`src/hw/rtl/yfr_pkg.sv`:
```
// shared types, constants and crc helper for the ymodem block framer
`timescale 1ns / 1ps

package yfr_pkg;

  localparam int unsigned SHORT_BLOCK_BYTES = 128;
  localparam int unsigned QUEUE_DEPTH       = 2;

  localparam logic [7:0]  START_SHORT = 8'h01;
  localparam logic [7:0]  START_LONG  = 8'h02;
  localparam logic [7:0]  EOT_BYTE    = 8'h04;
  localparam logic [15:0] CRC_POLY    = 16'h1021;

  typedef enum logic [1:0] {
    CMD_EOT,
    CMD_DATA,
    CMD_HEAD,
    CMD_TAIL
  } cmd_kind_e;

  // one classified input item, as handed from front to back
  typedef struct packed {
    cmd_kind_e   kind;
    logic        long_blk;
    logic [7:0]  seq;
    logic [7:0]  data;
    logic [15:0] crc;
  } cmd_t;

  function automatic logic [15:0] crc16_update(input logic [15:0] crc, input logic [7:0] b);
    logic [15:0] c;
    c = crc ^ {b, 8'h00};
    for (int i = 0; i < 8; i++) begin
      c = c[15] ? ((c << 1) ^ CRC_POLY) : (c << 1);
    end
    return c;
  endfunction

  // index of the final output byte of a command
  function automatic logic [1:0] last_step(input cmd_kind_e kind);
    logic [1:0] s;
    case (kind)
      CMD_HEAD: s = 2'd3;
      CMD_TAIL: s = 2'd2;
      default:  s = 2'd0;
    endcase
    return s;
  endfunction

endpackage

```
`src/hw/rtl/ymodem_block_framer.sv`:
```
// top level of the ymodem block framer
`timescale 1ns / 1ps

// Frames payload positions into YMODEM blocks (start byte, sequence, its
// complement, payload, CRC-16/XMODEM high then low byte) and sends a lone EOT
// on request. The back end puts out one line byte per cycle while out_ready_i
// is high, so a middle position yields one line byte, the first of a block four
// (three header bytes plus the payload byte), the last three (payload plus two
// crc bytes), an EOT one. The single byte-wide output port of the back end sets
// the pace; a two-entry command queue lets input keep flowing while header or
// crc bytes drain. No clearing pass after reset.
module ymodem_block_framer import yfr_pkg::*; #(
  parameter int unsigned LONG_BLOCK_BYTES = 1024
) (
  input  logic       clk_i,
  input  logic       rst_ni,
  input  logic       in_valid_i,
  output logic       in_ready_o,
  input  logic       req_type_i,
  input  logic       block_long_i,
  input  logic [7:0] data_byte_i,
  input  logic       is_pad_i,
  output logic       out_valid_o,
  input  logic       out_ready_i,
  output logic [7:0] out_byte_o,
  output logic       run_last_o,
  output logic       frame_end_o
);

  cmd_t front_cmd, queue_cmd;
  logic full, empty, pop, accept;

  assign in_ready_o = !full;
  assign accept     = in_valid_i && in_ready_o;

  yfr_front #(
    .LONG_BLOCK_BYTES(LONG_BLOCK_BYTES)
  ) u_front (
    .clk_i       (clk_i),
    .rst_ni      (rst_ni),
    .accept_i    (accept),
    .req_type_i  (req_type_i),
    .block_long_i(block_long_i),
    .data_byte_i (data_byte_i),
    .is_pad_i    (is_pad_i),
    .cmd_o       (front_cmd)
  );

  yfr_fifo u_fifo (
    .clk_i  (clk_i),
    .rst_ni (rst_ni),
    .push_i (accept),
    .cmd_i  (front_cmd),
    .full_o (full),
    .pop_i  (pop),
    .cmd_o  (queue_cmd),
    .empty_o(empty)
  );

  yfr_back u_back (
    .clk_i      (clk_i),
    .rst_ni     (rst_ni),
    .cmd_i      (queue_cmd),
    .empty_i    (empty),
    .pop_o      (pop),
    .out_valid_o(out_valid_o),
    .out_ready_i(out_ready_i),
    .out_byte_o (out_byte_o),
    .run_last_o (run_last_o),
    .frame_end_o(frame_end_o)
  );

endmodule

```
`src/hw/rtl/yfr_front.sv`:
```
// front end: block position, sequence and crc tracking, command classification
`timescale 1ns / 1ps

module yfr_front import yfr_pkg::*; #(
  parameter int unsigned LONG_BLOCK_BYTES = 1024
) (
  input  logic       clk_i,
  input  logic       rst_ni,
  input  logic       accept_i,
  input  logic       req_type_i,
  input  logic       block_long_i,
  input  logic [7:0] data_byte_i,
  input  logic       is_pad_i,
  output cmd_t       cmd_o
);

  localparam int unsigned POS_W = $clog2(LONG_BLOCK_BYTES + 1);

  logic [POS_W-1:0] pos_q, pos_d, pos_inc, size;
  logic [7:0]       seq_q, seq_d;
  logic [15:0]      crc_q, crc_d, crc_new;
  logic             long_q, long_d;
  logic             first, last, lb;
  logic [7:0]       b;

  always_comb begin
    first   = (pos_q == '0);
    lb      = first ? block_long_i : long_q;
    b       = is_pad_i ? 8'h00 : data_byte_i;
    crc_new = crc16_update(first ? 16'h0000 : crc_q, b);
    size    = lb ? POS_W'(LONG_BLOCK_BYTES) : POS_W'(SHORT_BLOCK_BYTES);
    pos_inc = pos_q + POS_W'(1);
    last    = (pos_inc >= size);

    seq_d  = seq_q;
    long_d = long_q;
    pos_d  = pos_q;
    crc_d  = crc_q;

    cmd_o.kind     = CMD_DATA;
    cmd_o.long_blk = lb;
    cmd_o.seq      = seq_q;
    cmd_o.data     = b;
    cmd_o.crc      = crc_new;

    if (req_type_i) begin
      cmd_o.kind = CMD_EOT;
      pos_d      = '0;
      crc_d      = '0;
    end else begin
      if (first) begin
        long_d    = block_long_i;
        seq_d     = block_long_i ? seq_q + 8'd1 : 8'd0;
        cmd_o.seq = seq_d;
      end
      cmd_o.kind = first ? CMD_HEAD : (last ? CMD_TAIL : CMD_DATA);
      pos_d      = last ? '0 : pos_inc;
      crc_d      = last ? 16'h0000 : crc_new;
    end
  end

  always_ff @(posedge clk_i or negedge rst_ni) begin
    if (!rst_ni) begin
      pos_q  <= '0;
      seq_q  <= '0;
      crc_q  <= '0;
      long_q <= 1'b0;
    end else if (accept_i) begin
      pos_q  <= pos_d;
      seq_q  <= seq_d;
      crc_q  <= crc_d;
      long_q <= long_d;
    end
  end

endmodule

```
`src/hw/rtl/yfr_fifo.sv`:
```
// short command queue between front and back
`timescale 1ns / 1ps

module yfr_fifo import yfr_pkg::*; (
  input  logic clk_i,
  input  logic rst_ni,
  input  logic push_i,
  input  cmd_t cmd_i,
  output logic full_o,
  input  logic pop_i,
  output cmd_t cmd_o,
  output logic empty_o
);

  localparam int unsigned PTR_W = (QUEUE_DEPTH > 1) ? $clog2(QUEUE_DEPTH) : 1;
  localparam int unsigned CNT_W = $clog2(QUEUE_DEPTH + 1);

  cmd_t             mem_q [QUEUE_DEPTH];
  logic [PTR_W-1:0] wr_q, rd_q;
  logic [CNT_W-1:0] cnt_q;
  logic             do_push, do_pop;

  assign full_o  = (cnt_q == CNT_W'(QUEUE_DEPTH));
  assign empty_o = (cnt_q == '0);
  assign do_push = push_i && !full_o;
  assign do_pop  = pop_i && !empty_o;
  assign cmd_o   = mem_q[rd_q];

  function automatic logic [PTR_W-1:0] wrap_inc(input logic [PTR_W-1:0] p);
    return (p == PTR_W'(QUEUE_DEPTH - 1)) ? '0 : p + PTR_W'(1);
  endfunction

  always_ff @(posedge clk_i or negedge rst_ni) begin
    if (!rst_ni) begin
      wr_q  <= '0;
      rd_q  <= '0;
      cnt_q <= '0;
    end else begin
      if (do_push) wr_q <= wrap_inc(wr_q);
      if (do_pop)  rd_q <= wrap_inc(rd_q);
      if (do_push && !do_pop)      cnt_q <= cnt_q + CNT_W'(1);
      else if (do_pop && !do_push) cnt_q <= cnt_q - CNT_W'(1);
    end
  end

  always_ff @(posedge clk_i) begin
    if (do_push) mem_q[wr_q] <= cmd_i;
  end

endmodule

```
`src/hw/rtl/yfr_back.sv`:
```
// back end: expands each command into its framed line bytes
`timescale 1ns / 1ps

module yfr_back import yfr_pkg::*; (
  input  logic       clk_i,
  input  logic       rst_ni,
  input  cmd_t       cmd_i,
  input  logic       empty_i,
  output logic       pop_o,
  output logic       out_valid_o,
  input  logic       out_ready_i,
  output logic [7:0] out_byte_o,
  output logic       run_last_o,
  output logic       frame_end_o
);

  cmd_t       cmd_q;
  logic       busy_q;
  logic [1:0] step_q;
  logic       xfer, done, load;

  assign xfer  = busy_q && out_ready_i;
  assign done  = xfer && (step_q == last_step(cmd_q.kind));
  assign load  = (!busy_q || done) && !empty_i;
  assign pop_o = load;
  assign out_valid_o = busy_q;

  always_comb begin
    out_byte_o  = cmd_q.data;
    run_last_o  = (step_q == last_step(cmd_q.kind));
    frame_end_o = 1'b0;
    case (cmd_q.kind)
      CMD_EOT: begin
        out_byte_o  = EOT_BYTE;
        frame_end_o = 1'b1;
      end
      CMD_HEAD: begin
        case (step_q)
          2'd0:    out_byte_o = cmd_q.long_blk ? START_LONG : START_SHORT;
          2'd1:    out_byte_o = cmd_q.seq;
          2'd2:    out_byte_o = ~cmd_q.seq;
          default: out_byte_o = cmd_q.data;
        endcase
      end
      CMD_TAIL: begin
        case (step_q)
          2'd0:    out_byte_o = cmd_q.data;
          2'd1:    out_byte_o = cmd_q.crc[15:8];
          default: begin
            out_byte_o  = cmd_q.crc[7:0];
            frame_end_o = 1'b1;
          end
        endcase
      end
      default: out_byte_o = cmd_q.data;
    endcase
  end

  always_ff @(posedge clk_i or negedge rst_ni) begin
    if (!rst_ni) begin
      busy_q <= 1'b0;
      step_q <= '0;
    end else if (load) begin
      busy_q <= 1'b1;
      step_q <= '0;
    end else if (done) begin
      busy_q <= 1'b0;
      step_q <= '0;
    end else if (xfer) begin
      step_q <= step_q + 2'd1;
    end
  end

  always_ff @(posedge clk_i) begin
    if (load) cmd_q <= cmd_i;
  end

  a_fend_is_last: assert property (@(posedge clk_i) disable iff (!rst_ni)
    out_valid_o && frame_end_o |-> run_last_o)
    else $error("frame end on a byte that is not the last of its item");

  a_step_range: assert property (@(posedge clk_i) disable iff (!rst_ni)
    busy_q |-> step_q <= last_step(cmd_q.kind))
    else $error("byte step beyond the command length");

  a_load_restart: assert property (@(posedge clk_i) disable iff (!rst_ni)
    load |=> busy_q && step_q == 2'd0)
    else $error("loaded command does not start at its first byte");

  a_no_pop_midway: assert property (@(posedge clk_i) disable iff (!rst_ni)
    busy_q && !done |-> !pop_o)
    else $error("command popped while the current one is unfinished");

endmodule

```
`config.mk`:
```
export PLATFORM = sky130hd
export DESIGN_NAME = ymodem_block_framer
export DESIGN_NICKNAME = d
export VERILOG_FILES = /design/src/hw/rtl/yfr_pkg.sv /design/src/hw/rtl/ymodem_block_framer.sv /design/src/hw/rtl/yfr_front.sv /design/src/hw/rtl/yfr_fifo.sv /design/src/hw/rtl/yfr_back.sv
export SDC_FILE = /design/constraint.sdc
export NUM_CORES = 1
export LEC_CHECK = 0
export BUFFER_PORTS_ARGS = -buffer_cell sky130_fd_sc_hd__buf_2
export CELL_PAD_IN_SITES_DETAIL_PLACEMENT = 0
export CELL_PAD_IN_SITES_GLOBAL_PLACEMENT = 1
export CORE_UTILIZATION = 30
export DETAILED_ROUTE_END_ITERATION = 8
export PLACE_DENSITY = 0.56
export SLEW_MARGIN = 20
export SYNTH_ARGS = -nofsm -noshare
export SYNTH_HDL_FRONTEND = slang
export SYNTH_SLANG_ARGS = --single-unit
```
`constraint.sdc`:
```
create_clock -name clk_i -period 6.9 [get_ports clk_i]
set_clock_uncertainty 0.2 [all_clocks]
set_input_delay 1.035 -clock clk_i [delete_from_list [all_inputs] [get_ports clk_i]]
set_output_delay 1.035 -clock clk_i [all_outputs]
set_load 0.005 [all_outputs]
```
-- Word-level counts from Yosys, hierarchy flattened
Memories as Yosys holds them, arrays and structs flattened. A register that Yosys moved wholly into a read port is not among the register bits.
Cells that the tools add are included.
- $add $sub $neg: 7
- magnitude comparators: 1
- equal/unequal tests: 6
- multiplexer cells: 40
- bitwise operators: 11
- reduce and logical (&&, ||, !) cells: 23
- operator list (operator ; count):
    13-bit two-way mux ; 8
    16-bit two-way mux ; 3
    8-bit case mux with 3 select lines ; 2
    11-bit two-way mux ; 3
    8-bit two-way mux ; 4
    3-bit NOT ; 8
    2-bit two-way mux ; 9
    8-bit case mux with 2 select lines ; 1
    16-bit XOR ; 1
    11-bit by 1-bit adder with 11-bit output, second input constant ; 1
    11-bit greater-or-equal comparator ; 1
    11-bit zero test ; 1
    8-bit by 1-bit adder with 8-bit output, second input constant ; 1
    2-bit == test, second input constant ; 4
    1-bit logical AND ; 8
    1-bit two-way mux ; 8
    8-bit NOT ; 1
    2-bit zero test ; 3
    1-bit zero test ; 5
    2-bit by 1-bit adder with 2-bit output, second input constant ; 2
    2-bit case mux with 2 select lines ; 1
    2-bit nonzero test ; 2
    3-bit nonzero test ; 1
    1-bit adder, second input constant ; 2
    other kinds (8) ; 8
- bits in registers: 43
- RAM bits: 70
- input bits: 15
- word-level logic and storage cells: 98
- memories: 1
- memories (name ; depth ; bits a word ; rd ports ; clocked after memory_dff ; write ports ; line ; source):
    u_fifo.mem_q ; 2 ; 35 ; 1 ; 1 ; 1 ; yfr_fifo.sv:18 ; cmd_t mem_q [QUEUE_DEPTH];

-- Depth between registers and ports, before layout
Gate-level depths: netlist of the first run.
- depth in word-level cells: 21
- gate-level depth with buffers: 12

-- Modules after synthesis
A second synthesis of the first run with hierarchy kept.
- cell total of the unflattened synthesis: 554
- area, all modules: 7179.4 um^2
- by module, submodules not included (module ; instances ; cells each ; area an instance (um^2) ; sequential area each (um^2)):
    yfr_fifo ; 1 ; 128 ; 2872.8 ; 2202.1
    yfr_front ; 1 ; 307 ; 2570.0 ; 900.9
    yfr_back ; 1 ; 117 ; 1726.7 ; 1126.1
    ymodem_block_framer ; 1 ; 2 ; 10.0 ; 0.0

-- Least setup slack after synthesis of the first run
No wires, ideal clock.
- path kind: input port to flip-flop
- start point: input in_valid_i
- end point: memory u_fifo.mem_q[0][0] in the netlist's numbering (enable)
- setup time: 427 ps
- arrival time: 3038 ps
- slack: 3235 ps
- stages on the path: 4
- path buffers: 2
- cells stage by stage: nand2_1 -> clkbuf_1 -> clkbuf_1 -> nor2_1
- longest elaborated chain between the ends: 4
- RTL lines (what ; line ; source):
    start: declaration ; ymodem_block_framer.sv:17 ; input logic in_valid_i,
    1-bit logical AND ; ymodem_block_framer.sv:34 ; assign accept = in_valid_i && in_ready_o;
    1-bit logical AND ; yfr_fifo.sv:25 ; assign do_push = push_i && !full_o;
    1-bit two-way mux ; yfr_fifo.sv:47 ; if (do_push) mem_q[wr_q] <= cmd_i;
    1-bit two-way mux (not written as such) ; yfr_fifo.sv:47 ;
    end: declaration ; yfr_fifo.sv:18 ;
Every way passes these cells.

-- Worst setup path after layout of the first run
- start point: register u_back.step_q[1]
- end point: output out_byte_o[0]
- longest elaborated chain between the ends: 3
- elaborated cells on any way between the ends: 6
- those cells by class: eq/ne (2); mux (3); reduce/logical (1)
- RTL lines (what ; line ; source):
    start: declaration ; yfr_back.sv:19 ; logic [1:0] step_q;
    start signal: assignment ; yfr_back.sv:70 ; step_q <= step_q + 2'd1;
    2-bit == test, or another cell as far along ; yfr_back.sv:38 ; case (step_q)
    8-bit case mux with 3 select lines / 8-bit case mux with 2 select lines (equally long branches) ; yfr_back.sv:38, yfr_back.sv:46 ;
    8-bit case mux with 3 select lines (*) ; yfr_back.sv:32 ; case (cmd_q.kind)
    end: declaration ; ymodem_block_framer.sv:25 ; output logic [7:0] out_byte_o,
Every way passes the cells marked *; elsewhere a longest branch is shown, timed or not.

==> summary.md, run 1 <==
| Metric | Value |
|---|---|
| Outcome | finished clean |
| CP bufs+invs | 2 |
| Syn Area/Cell | between 10 and 15 µm² |
| Clock Root Buffer | clkbuf_16 |
| Sink Count | 148 |
| Initial DRC Count | 265 |
| Mapped Cells | 541 |
| Synthesized cell area | 0.00683 mm² |
| Worst-margin pin slew | 856 ps |
| # fillers | 2,163 |
| Area of the multi-input gates | 0.00242 mm² |
| # H-tree levels | 4 |
| Port Buffer Count | 26 |
| Ys async rst share | 0.291 |
| Reg area | 0.00423 mm² |
| Clock slew at reported path FFs | ~60 ps |
| GP Congestion | 0.770 |
| Gr ovfl total | 0 |
| IO Pins | 27 |
| Maximum buffer depth of the clock tree | 2 |
| Post-cts repair resize count | 0 |
| Routed Antenna Nets | 0 |
| WL/cell | 15.9 µm |
| Crit path kind | flop to primary output |
| CP max-delay cell | nor2_1 |
| Top Family by Delay on Critical Path | simple AND/OR/NAND/NOR gates |
| Leakage power | roughly 3 nW |
| Total Wirelength | ~14,000 µm |
| Max layer used | met4 |
| Gr usage total | 0.126 |
| Final Critical Period | 3930 ps |
| CP most frequent cell | nand2_1 |
| First-pass GRT wire length | 22,600 µm |
| Final hold viol count | 0 |
| CP max stage delay | 620 ps |
| Mapped Nets | 570 |
| # hold bufs at CTS | 0 |
| Post-layout util | 0.354 |
| Largest net degree at the start of global routing | 44 |
| Clk_lat worst skew | 420 ps |
| Placed Area | 0.00725 mm² |
| Final Instance Area | 0.00782 mm² |
| CTS Buf Count | 17 |
| DP Worst Slack | between 3000 and 4000 ps |
| Arr. time, crit path | ~2700 ps |
| Synth Register Bits | 148 |
| Yosys top cell by area | edfxtp_1 |
| DRC errors left | 0 |
| Die area | roughly 0.023 mm² |
| Power per cell area | 465 mW/mm² |
| CP Launch Type | flop |
| Setup TNS | 0 ps |
| Share of cells above drive strength 1 | 0.205 |
| Number of enable flip-flop cells after synthesis | ~110 |
| DIE HEIGHT | 153 µm |
| Post-CTS setup buffers | 0 |
| Number of global-route vias before repair | just over 4,000 |
| Main synth FF type | edfxtp_1 |
| Setup violators final | 0 |
| Slew headroom | 0.429 |
| Tot Pwr | 3.64 mW |
| Upper clock frequency limit | 254 MHz |
| Post-layout worst setup margin | 2970 ps |
| Met2 WL | 6440 µm |
| VDD IR max | 0.000158 V |
| WP data required | between 5000 and 6000 ps |
| Unrepaired setup endpoints after global routing | no |
| CP Capture Type | primary output |
| Ant diodes | 0 |
| Crit-path cells | inv_1, ha_1, nor2_1, nand2_1, nand2_1, nand2_1, a21oi_1, nor2_1, a21oi_1, buf_2 |
| Crit share post-route | 0.570 |
| Synth area leaders | edfxtp_1 46%, dfrtp_1 16%, mux2_2 7.3%, xnor2_1 3.8%, nand2_1 3.4% |
| Core Area | 0.0221 mm² |
| DRT Pass-1 Iters | 5 |
| Crit Path Max Fanout | 17 |
| Syn-to-layout area delta | 14.5% |
| Vias post-DR | about 4,100 |
| DRT met1 WL | a little under 7000 µm |
| Register area share after synthesis | 0.619 |
| Hold Path Class | flop to flop |
| MaxCap Viol Count | 0 |
| Die extent in x | between 150 and 200 µm |
| WL met3 | 424 µm |
| Initial antenna violation count | 0 |
| Rows | 54 |
| Detailed Place HPWL | around 9400 µm |
| Distinct cells, synth | 47 |
| Average vias per placed instance | 4.72 |
| Top cell type's share of synthesized area | 0.462 |
| Pins Over Slew Limit | 0 |
| CTS tree | yes |
| Yosys warns | 0 |
| Starting Density | 0.309 |
| Nets | 597 |
[worst reg2reg max path, cell delays in order, from the launching register on]
cell,delay (ps)
dfrtp_1,420
inv_1,100
ha_1,130
or3b_2,480
or3_4,470
a21oi_1,270
ha_1,290
o32a_2,600
nor2_4,300
mux2_2,200
[sequential cells by signal, indices dropped and copies added (netlist names), 2 cells and up]
| signal | cells |
|---|---|
| u_fifo.mem_q | 70 |
| u_back.cmd_q | 35 |
| u_front.crc_q | 16 |
| u_front.pos_q | 11 |
| u_front.seq_q | 8 |
| u_back.step_q | 2 |
| u_fifo.cnt_q | 2 |
[routing by layer]
layer,up-vias,GRT usage
met3,11,0.0269
met1,1988,0.170
met2,56,0.201
met5,-,0
li1,2005,-
met4,0,0.0409
[power breakdown]
part	switching, mW	internal, mW	total (mW)
logic	0.700	0.483	1.18
registers	0.181	1.39	1.57
clock network	0.377	0.505	0.883
[Yosys cell counts, types with 2 or more instances]
cell type    n
nor2b_1     12
nor3_1       5
and3_1       6
o31ai_1     11
nand4_1      2
a22oi_1      8
a21boi_0     2
mux2i_1      6
ha_1        14
clkbuf_1    18
xnor2_1     30
nor2_1      36
mux2_2      44
nand3_1      7
edfxtp_1   105
o22ai_1      2
o21ai_0     30
a21oi_1     15
inv_1       23
a31oi_1      2
xor2_1      14
nand2_1     62
a22o_1      16
buf_2        2
dfrtp_1     43
nand2b_1     4
o21ai_2      2
[layout make-up]
type / instances / share of cell area
tap: 280 / 0.0448
clock buffer: 17 / 0.0544
clock inverter: 15 / 0.0181
inverter: 23 / 0.0110
multi-input combinational: 347 / 0.309
timing repair buffer: 31 / 0.0218
sequential: 148 / 0.541
[final timing paths]
path,startpoint,endpoint,slack [ps],depth (start not counted)
max reg2reg,u_front.pos_q[0],u_front.pos_q[0],3380,9
min,u_front.crc_q[6],u_front.crc_q[6],280,2
min in group asynchronous,rst_ni,u_fifo.cnt_q[1],410,1
max in group asynchronous,rst_ni,u_front.crc_q[5],5630,1
min reg2reg,u_front.crc_q[6],u_front.crc_q[6],280,2
max,u_back.step_q[1],out_byte_o[0],2970,10
[per-stage QoR]
stage	instances	hold slack, ps
after global routing	861	308
after detailed placement	829	270
after CTS	861	285
final	861	281
after global placement	829	260
after floorplan	541	248
[cells by family (layout without fill, tap and decap cells)]
group,count (synthesis),count (layout),share of synthesized area
compound gates,96,96,0.0945
xor+xnor,44,44,0.0564
fa+ha+maj,14,14,0.0256
buf+inv,46,86,0.0273
flops,148,148,0.619
mux,50,50,0.0813
simple gates,143,143,0.0958
[layout by cell type (no fill, tap or decap), types with 2 or more instances in the layout]
cell type | synthesis | layout
a22oi_1 | 8 | 8
o22ai_1 | 2 | 2
nor2_1 | 36 | 35
clkinv_2 | 0 | 2
o21ai_2 | 2 | 2
nor3_1 | 5 | 5
nand3_1 | 7 | 7
dfrtp_1 | 43 | 42
nand2_1 | 62 | 62
mux2_2 | 44 | 44
nand4_1 | 2 | 2
a21oi_1 | 15 | 15
buf_2 | 2 | 25
inv_1 | 23 | 23
nand2b_1 | 4 | 4
clkbuf_16 | 0 | 17
and3_1 | 6 | 6
edfxtp_1 | 105 | 105
inv_6 | 0 | 8
a31oi_1 | 2 | 2
xnor2_1 | 30 | 30
xor2_1 | 14 | 14
buf_4 | 1 | 6
mux2i_1 | 6 | 6
o21ai_0 | 30 | 30
nor2_2 | 1 | 2
a21boi_0 | 2 | 2
ha_1 | 14 | 14
nor2b_1 | 12 | 12
o31ai_1 | 11 | 11
a22o_1 | 16 | 16
Power figures use the tool's default switching activity.
==> run 2, diff against run 1 <==
--- a/config.mk
+++ b/config.mk
@@ -5,12 +5,13 @@
 export SDC_FILE = /design/constraint.sdc
 export NUM_CORES = 1
 export LEC_CHECK = 0
+export ABC_AREA = 1
 export BUFFER_PORTS_ARGS = -buffer_cell sky130_fd_sc_hd__buf_2
 export CELL_PAD_IN_SITES_DETAIL_PLACEMENT = 0
 export CELL_PAD_IN_SITES_GLOBAL_PLACEMENT = 1
 export CORE_UTILIZATION = 30
 export DETAILED_ROUTE_END_ITERATION = 8
-export PLACE_DENSITY = 0.56
+export PLACE_DENSITY = 0.61
 export SLEW_MARGIN = 20
 export SYNTH_ARGS = -nofsm -noshare
 export SYNTH_HDL_FRONTEND = slang
==> constraint.sdc (replaced) <==
create_clock -name clk_i -period 3.3 [get_ports clk_i]
set_clock_uncertainty 0.2 [all_clocks]
set_input_delay 0.495 -clock clk_i [delete_from_list [all_inputs] [get_ports clk_i]]
set_output_delay 0.495 -clock clk_i [all_outputs]
set_load 0.005 [all_outputs]
==> run 2 against run 1 <==
Final area rose by 5.3%. Synthesized area rose by 4.4%. Flip-flop and latch count is the same. Via count grew 21%. Critical endpoint is now out_byte_o[6].
==> summary.md, run 2 <==
| Metric | Value |
|---|---|
| Outcome | finished clean (unchanged) |
| Total Wirelength | 15,700 µm (was 13,700 µm) |
| DRC errors left | 0 (unchanged) |
| Clock Root Buffer | clkbuf_16 (unchanged) |
| Yosys top cell by area | edfxtp_1 (unchanged) |
| Crit share post-route | 0.887 |
| First-pass GRT wire length | 25,800 µm (was 22,600 µm) |
| Routed Antenna Nets | 0 (unchanged) |
| Post-CTS setup buffers | 0 (unchanged) |
| Synthesized cell area | 0.00713 mm² (was 0.00683 mm²) |
| Register area share after synthesis | 0.593 (was 0.619) |
| Largest regs | u_fifo.mem_q (70), u_back.cmd_q (35), u_front.crc_q (16) (unchanged) |
| Most common library cells after synthesis | 304 x nand2_1, 105 x edfxtp_1, 71 x inv_1 (was 105 x edfxtp_1, 62 x nand2_1, 44 x mux2_2) |
| Top reg by flops | u_fifo.mem_q (unchanged) |
| Ys async rst share | 0.291 (unchanged) |
| DRT Pass-1 Iters | 4 (was 5) |
| Post-layout util | 0.352 (was 0.354) |
| Largest register FFs | 70 (unchanged) |
| WL/cell | 13.9 µm (was 15.9 µm) |
| DIE HEIGHT | 156 µm (was 153 µm) |
| Leakage power | 3.61 nW (was 3.00 nW) |
| Distinct cells, synth | 38 (was 47) |
| Unrepaired setup endpoints after global routing | no (unchanged) |
| Vias post-DR | 4,921 (was 4,060) |
| CTS tree | yes (unchanged) |
| Mapped Nets | 794 (was 570) |
| Yosys warns | 0 (unchanged) |
| Largest net degree at the start of global routing | 37 (was 44) |
| Clock slew at reported path FFs | 70 ps (was 60 ps) |
| Number of global-route vias before repair | 4,826 (was 4,047) |
| Syn Area/Cell | 9.32 µm² (was 12.6 µm²) |
| MaxCap Viol Count | 0 (unchanged) |
| Most frequent cells in the layout | 304 x nand2_1, 105 x edfxtp_1, 71 x inv_1 (was 105 x edfxtp_1, 62 x nand2_1, 44 x mux2_2) |
| CP Launch Type | flop (unchanged) |
| Maximum buffer depth of the clock tree | 2 (unchanged) |
| Crit Path Max Fanout | 8 (was 17) |
| Commonest non-fill, non-tap cell in the layout | nand2_1 (was edfxtp_1) |
| Pins Over Slew Limit | 0 (unchanged) |
| Hold Path Class | input pin to flop (was flop to flop) |
| Power per cell area | 944 mW/mm² (was 465 mW/mm²) |
| Synth Register Bits | 148 (unchanged) |
| Post-cts repair resize count | 0 (unchanged) |
| # H-tree levels | 4 (unchanged) |
| # fillers | 2,403 (was 2,163) |
| Average vias per placed instance | 4.34 (was 4.72) |
| Gr ovfl total | 0 (unchanged) |
| Worst-margin pin slew | 694 ps (was 856 ps) |
| GP Congestion | 0.841 (was 0.770) |
| Final hold viol count | 0 (unchanged) |
| Ant diodes | 0 (unchanged) |
| Crit path kind | flop to primary output (unchanged) |
| Top cell type's share of synthesized area | 0.442 (was 0.462) |
| Initial antenna violation count | 0 (unchanged) |
| Arr. time, crit path | 2230 ps (was 2700 ps) |
| IO Pins | 27 (unchanged) |
| Core Area | 0.0234 mm² (was 0.0221 mm²) |
| Setup violators final | 0 (unchanged) |
| Clk_lat worst skew | 420 ps (about the same) |
| CP Capture Type | primary output (unchanged) |
| Setup TNS | 0 ps (unchanged) |
| Cell with the most instances after synthesis | nand2_1 (was edfxtp_1) |
| Upper clock frequency limit | 342 MHz |
| Hold Slack | 222 ps (was 281 ps) |
| Port Buffer Count | 26 (unchanged) |
| Main synth FF type | edfxtp_1 (unchanged) |
| VDD IR max | 0.000361 V (was 0.000158 V) |
| Starting Density | 0.305 (was 0.309) |
| Syn-to-layout area delta | 15.6% (was 14.5%) |
| CTS Buf Count | 17 (unchanged) |
| Number of enable flip-flop cells after synthesis | 105 (unchanged) |
| Detailed Place HPWL | 11,100 µm (was 9400 µm) |
| Final Critical Period | ~2900 ps |
| Synth area leaders | edfxtp_1 44%, nand2_1 16%, dfrtp_1 15%, nand3_1 3.9%, inv_1 3.7% (was edfxtp_1 46%, dfrtp_1 16%, mux2_2 7.3%, xnor2_1 3.8%, nand2_1 3.4%) |
| Mapped Cells | 765 (was 541) |
| Share of cells above drive strength 1 | 0.124 (was 0.205) |
| Die extent in x | 156 µm (was 153 µm) |
| Rows | 56 (was 54) |
| Gr usage total | 0.140 (was 0.126) |
| WP data required | 2600 ps (was 5660 ps) |
| Slew headroom | 0.537 (was 0.429) |
| Tot Pwr | 7.78 mW (was 3.64 mW) |
| Initial DRC Count | 285 (was 265) |
| Nets | 830 (was 597) |
| Die area | 0.0244 mm² (was 0.0234 mm²) |
| Sink Count | 148 (unchanged) |
==> run 2: cell count changes after synthesis, moves of 8 or more <==
cell and delta:
o211ai_1 +8, xnor2_1 -25, a22o_1 -14, mux2_2 -44, nand3_1 +48, a22oi_1 -8, inv_1 +48, o31ai_1 -11
nor2b_1 -12, nand2_2 +11, nand2_1 +242
==> run 2: kinds of logic after synthesis <==
group	count (synthesis)	synth area share
xor gates and xnor gates	14	0.0172
DFF	148	0.593
and+or+nand+nor	422	0.248
AOI/OAI and AO/OA	71	0.0609
buffers and inverters	96	0.0562
adders and majority gates	14	0.0246
==> run 2: metal layers <==
layer	vias up	wire length (µm)	global-route usage
met3	17	427	0.0267
met2	49	7100	0.220
met1	2272	7980	0.191
met4	0	240	0.0532
li1	2583	-	-
met5	-	0	0
==> run 2: worst paths after layout <==
check | from | end | slack [ps] | cells after the start
max in group asynchronous | rst_ni | u_fifo.wr_q | 1750 | 3
min reg2reg | u_front.crc_q[7] | u_front.crc_q[7] | 280 | 2
max | u_back.step_q[1] | out_byte_o[6] | 370 | 10
max reg2reg | u_back.cmd_q[34] | u_fifo.cnt_q[1] | 520 | 10
min | out_ready_i | u_back.out_valid_o | 220 | 4
min in group asynchronous | rst_ni | u_back.step_q[0] | 350 | 2
==> run 2: cell type report <==
class / instances / area [µm²] / area share
clock inverters: 15 / 141 / 0.0172
clock buffers: 17 / 425 / 0.0516
repair buffers: 38 / 248 / 0.0301
inverters: 75 / 282 / 0.0342
flip-flops and latches: 148 / 4230 / 0.513
multi-input cells: 521 / 2520 / 0.305
well taps: 319 / 399 / 0.0484
==> run 2: worst max-delay path, cell delays in order (launching register included) <==
cell and delay (ps):
dfrtp_1 390, inv_1 100, ha_1 300, buf_4 200, inv_1 120, nand2_1 70, o211ai_1 160, nand3_1 130
nand2_1 90, o21ai_0 80, buf_2 150
==> run 2: per-stage QoR <==
step | setup WS [ps] | cells | cell area [µm²]
global route | 133 | 1133 | 8240
floorplan | 179 | 765 | 7130
finish | 372 | 1133 | 8240
global placement | 576 | 1100 | 7660
CTS | 345 | 1133 | 8240
detailed placement | 494 | 1100 | 7660
==> run 2: repair_timing <==
| action | 4_1_cts | 5_1_grt |
|---|---|---|
| setup endpoints to repair | 0 | 0 |
| hold buffers | 1 | 0 |
| endpoints found under the hold margin | 13 | 0 |
==> run 2: where the power goes <==
group	total, mW	leakage, nW	internal [mW]	switching (mW)
Sequential	3.19	1.56	2.90	0.296
Combinational	2.75	1.78	0.864	1.89
Clock	1.83	0.277	0.995	0.839
Total	7.78	3.61	4.76	3.02
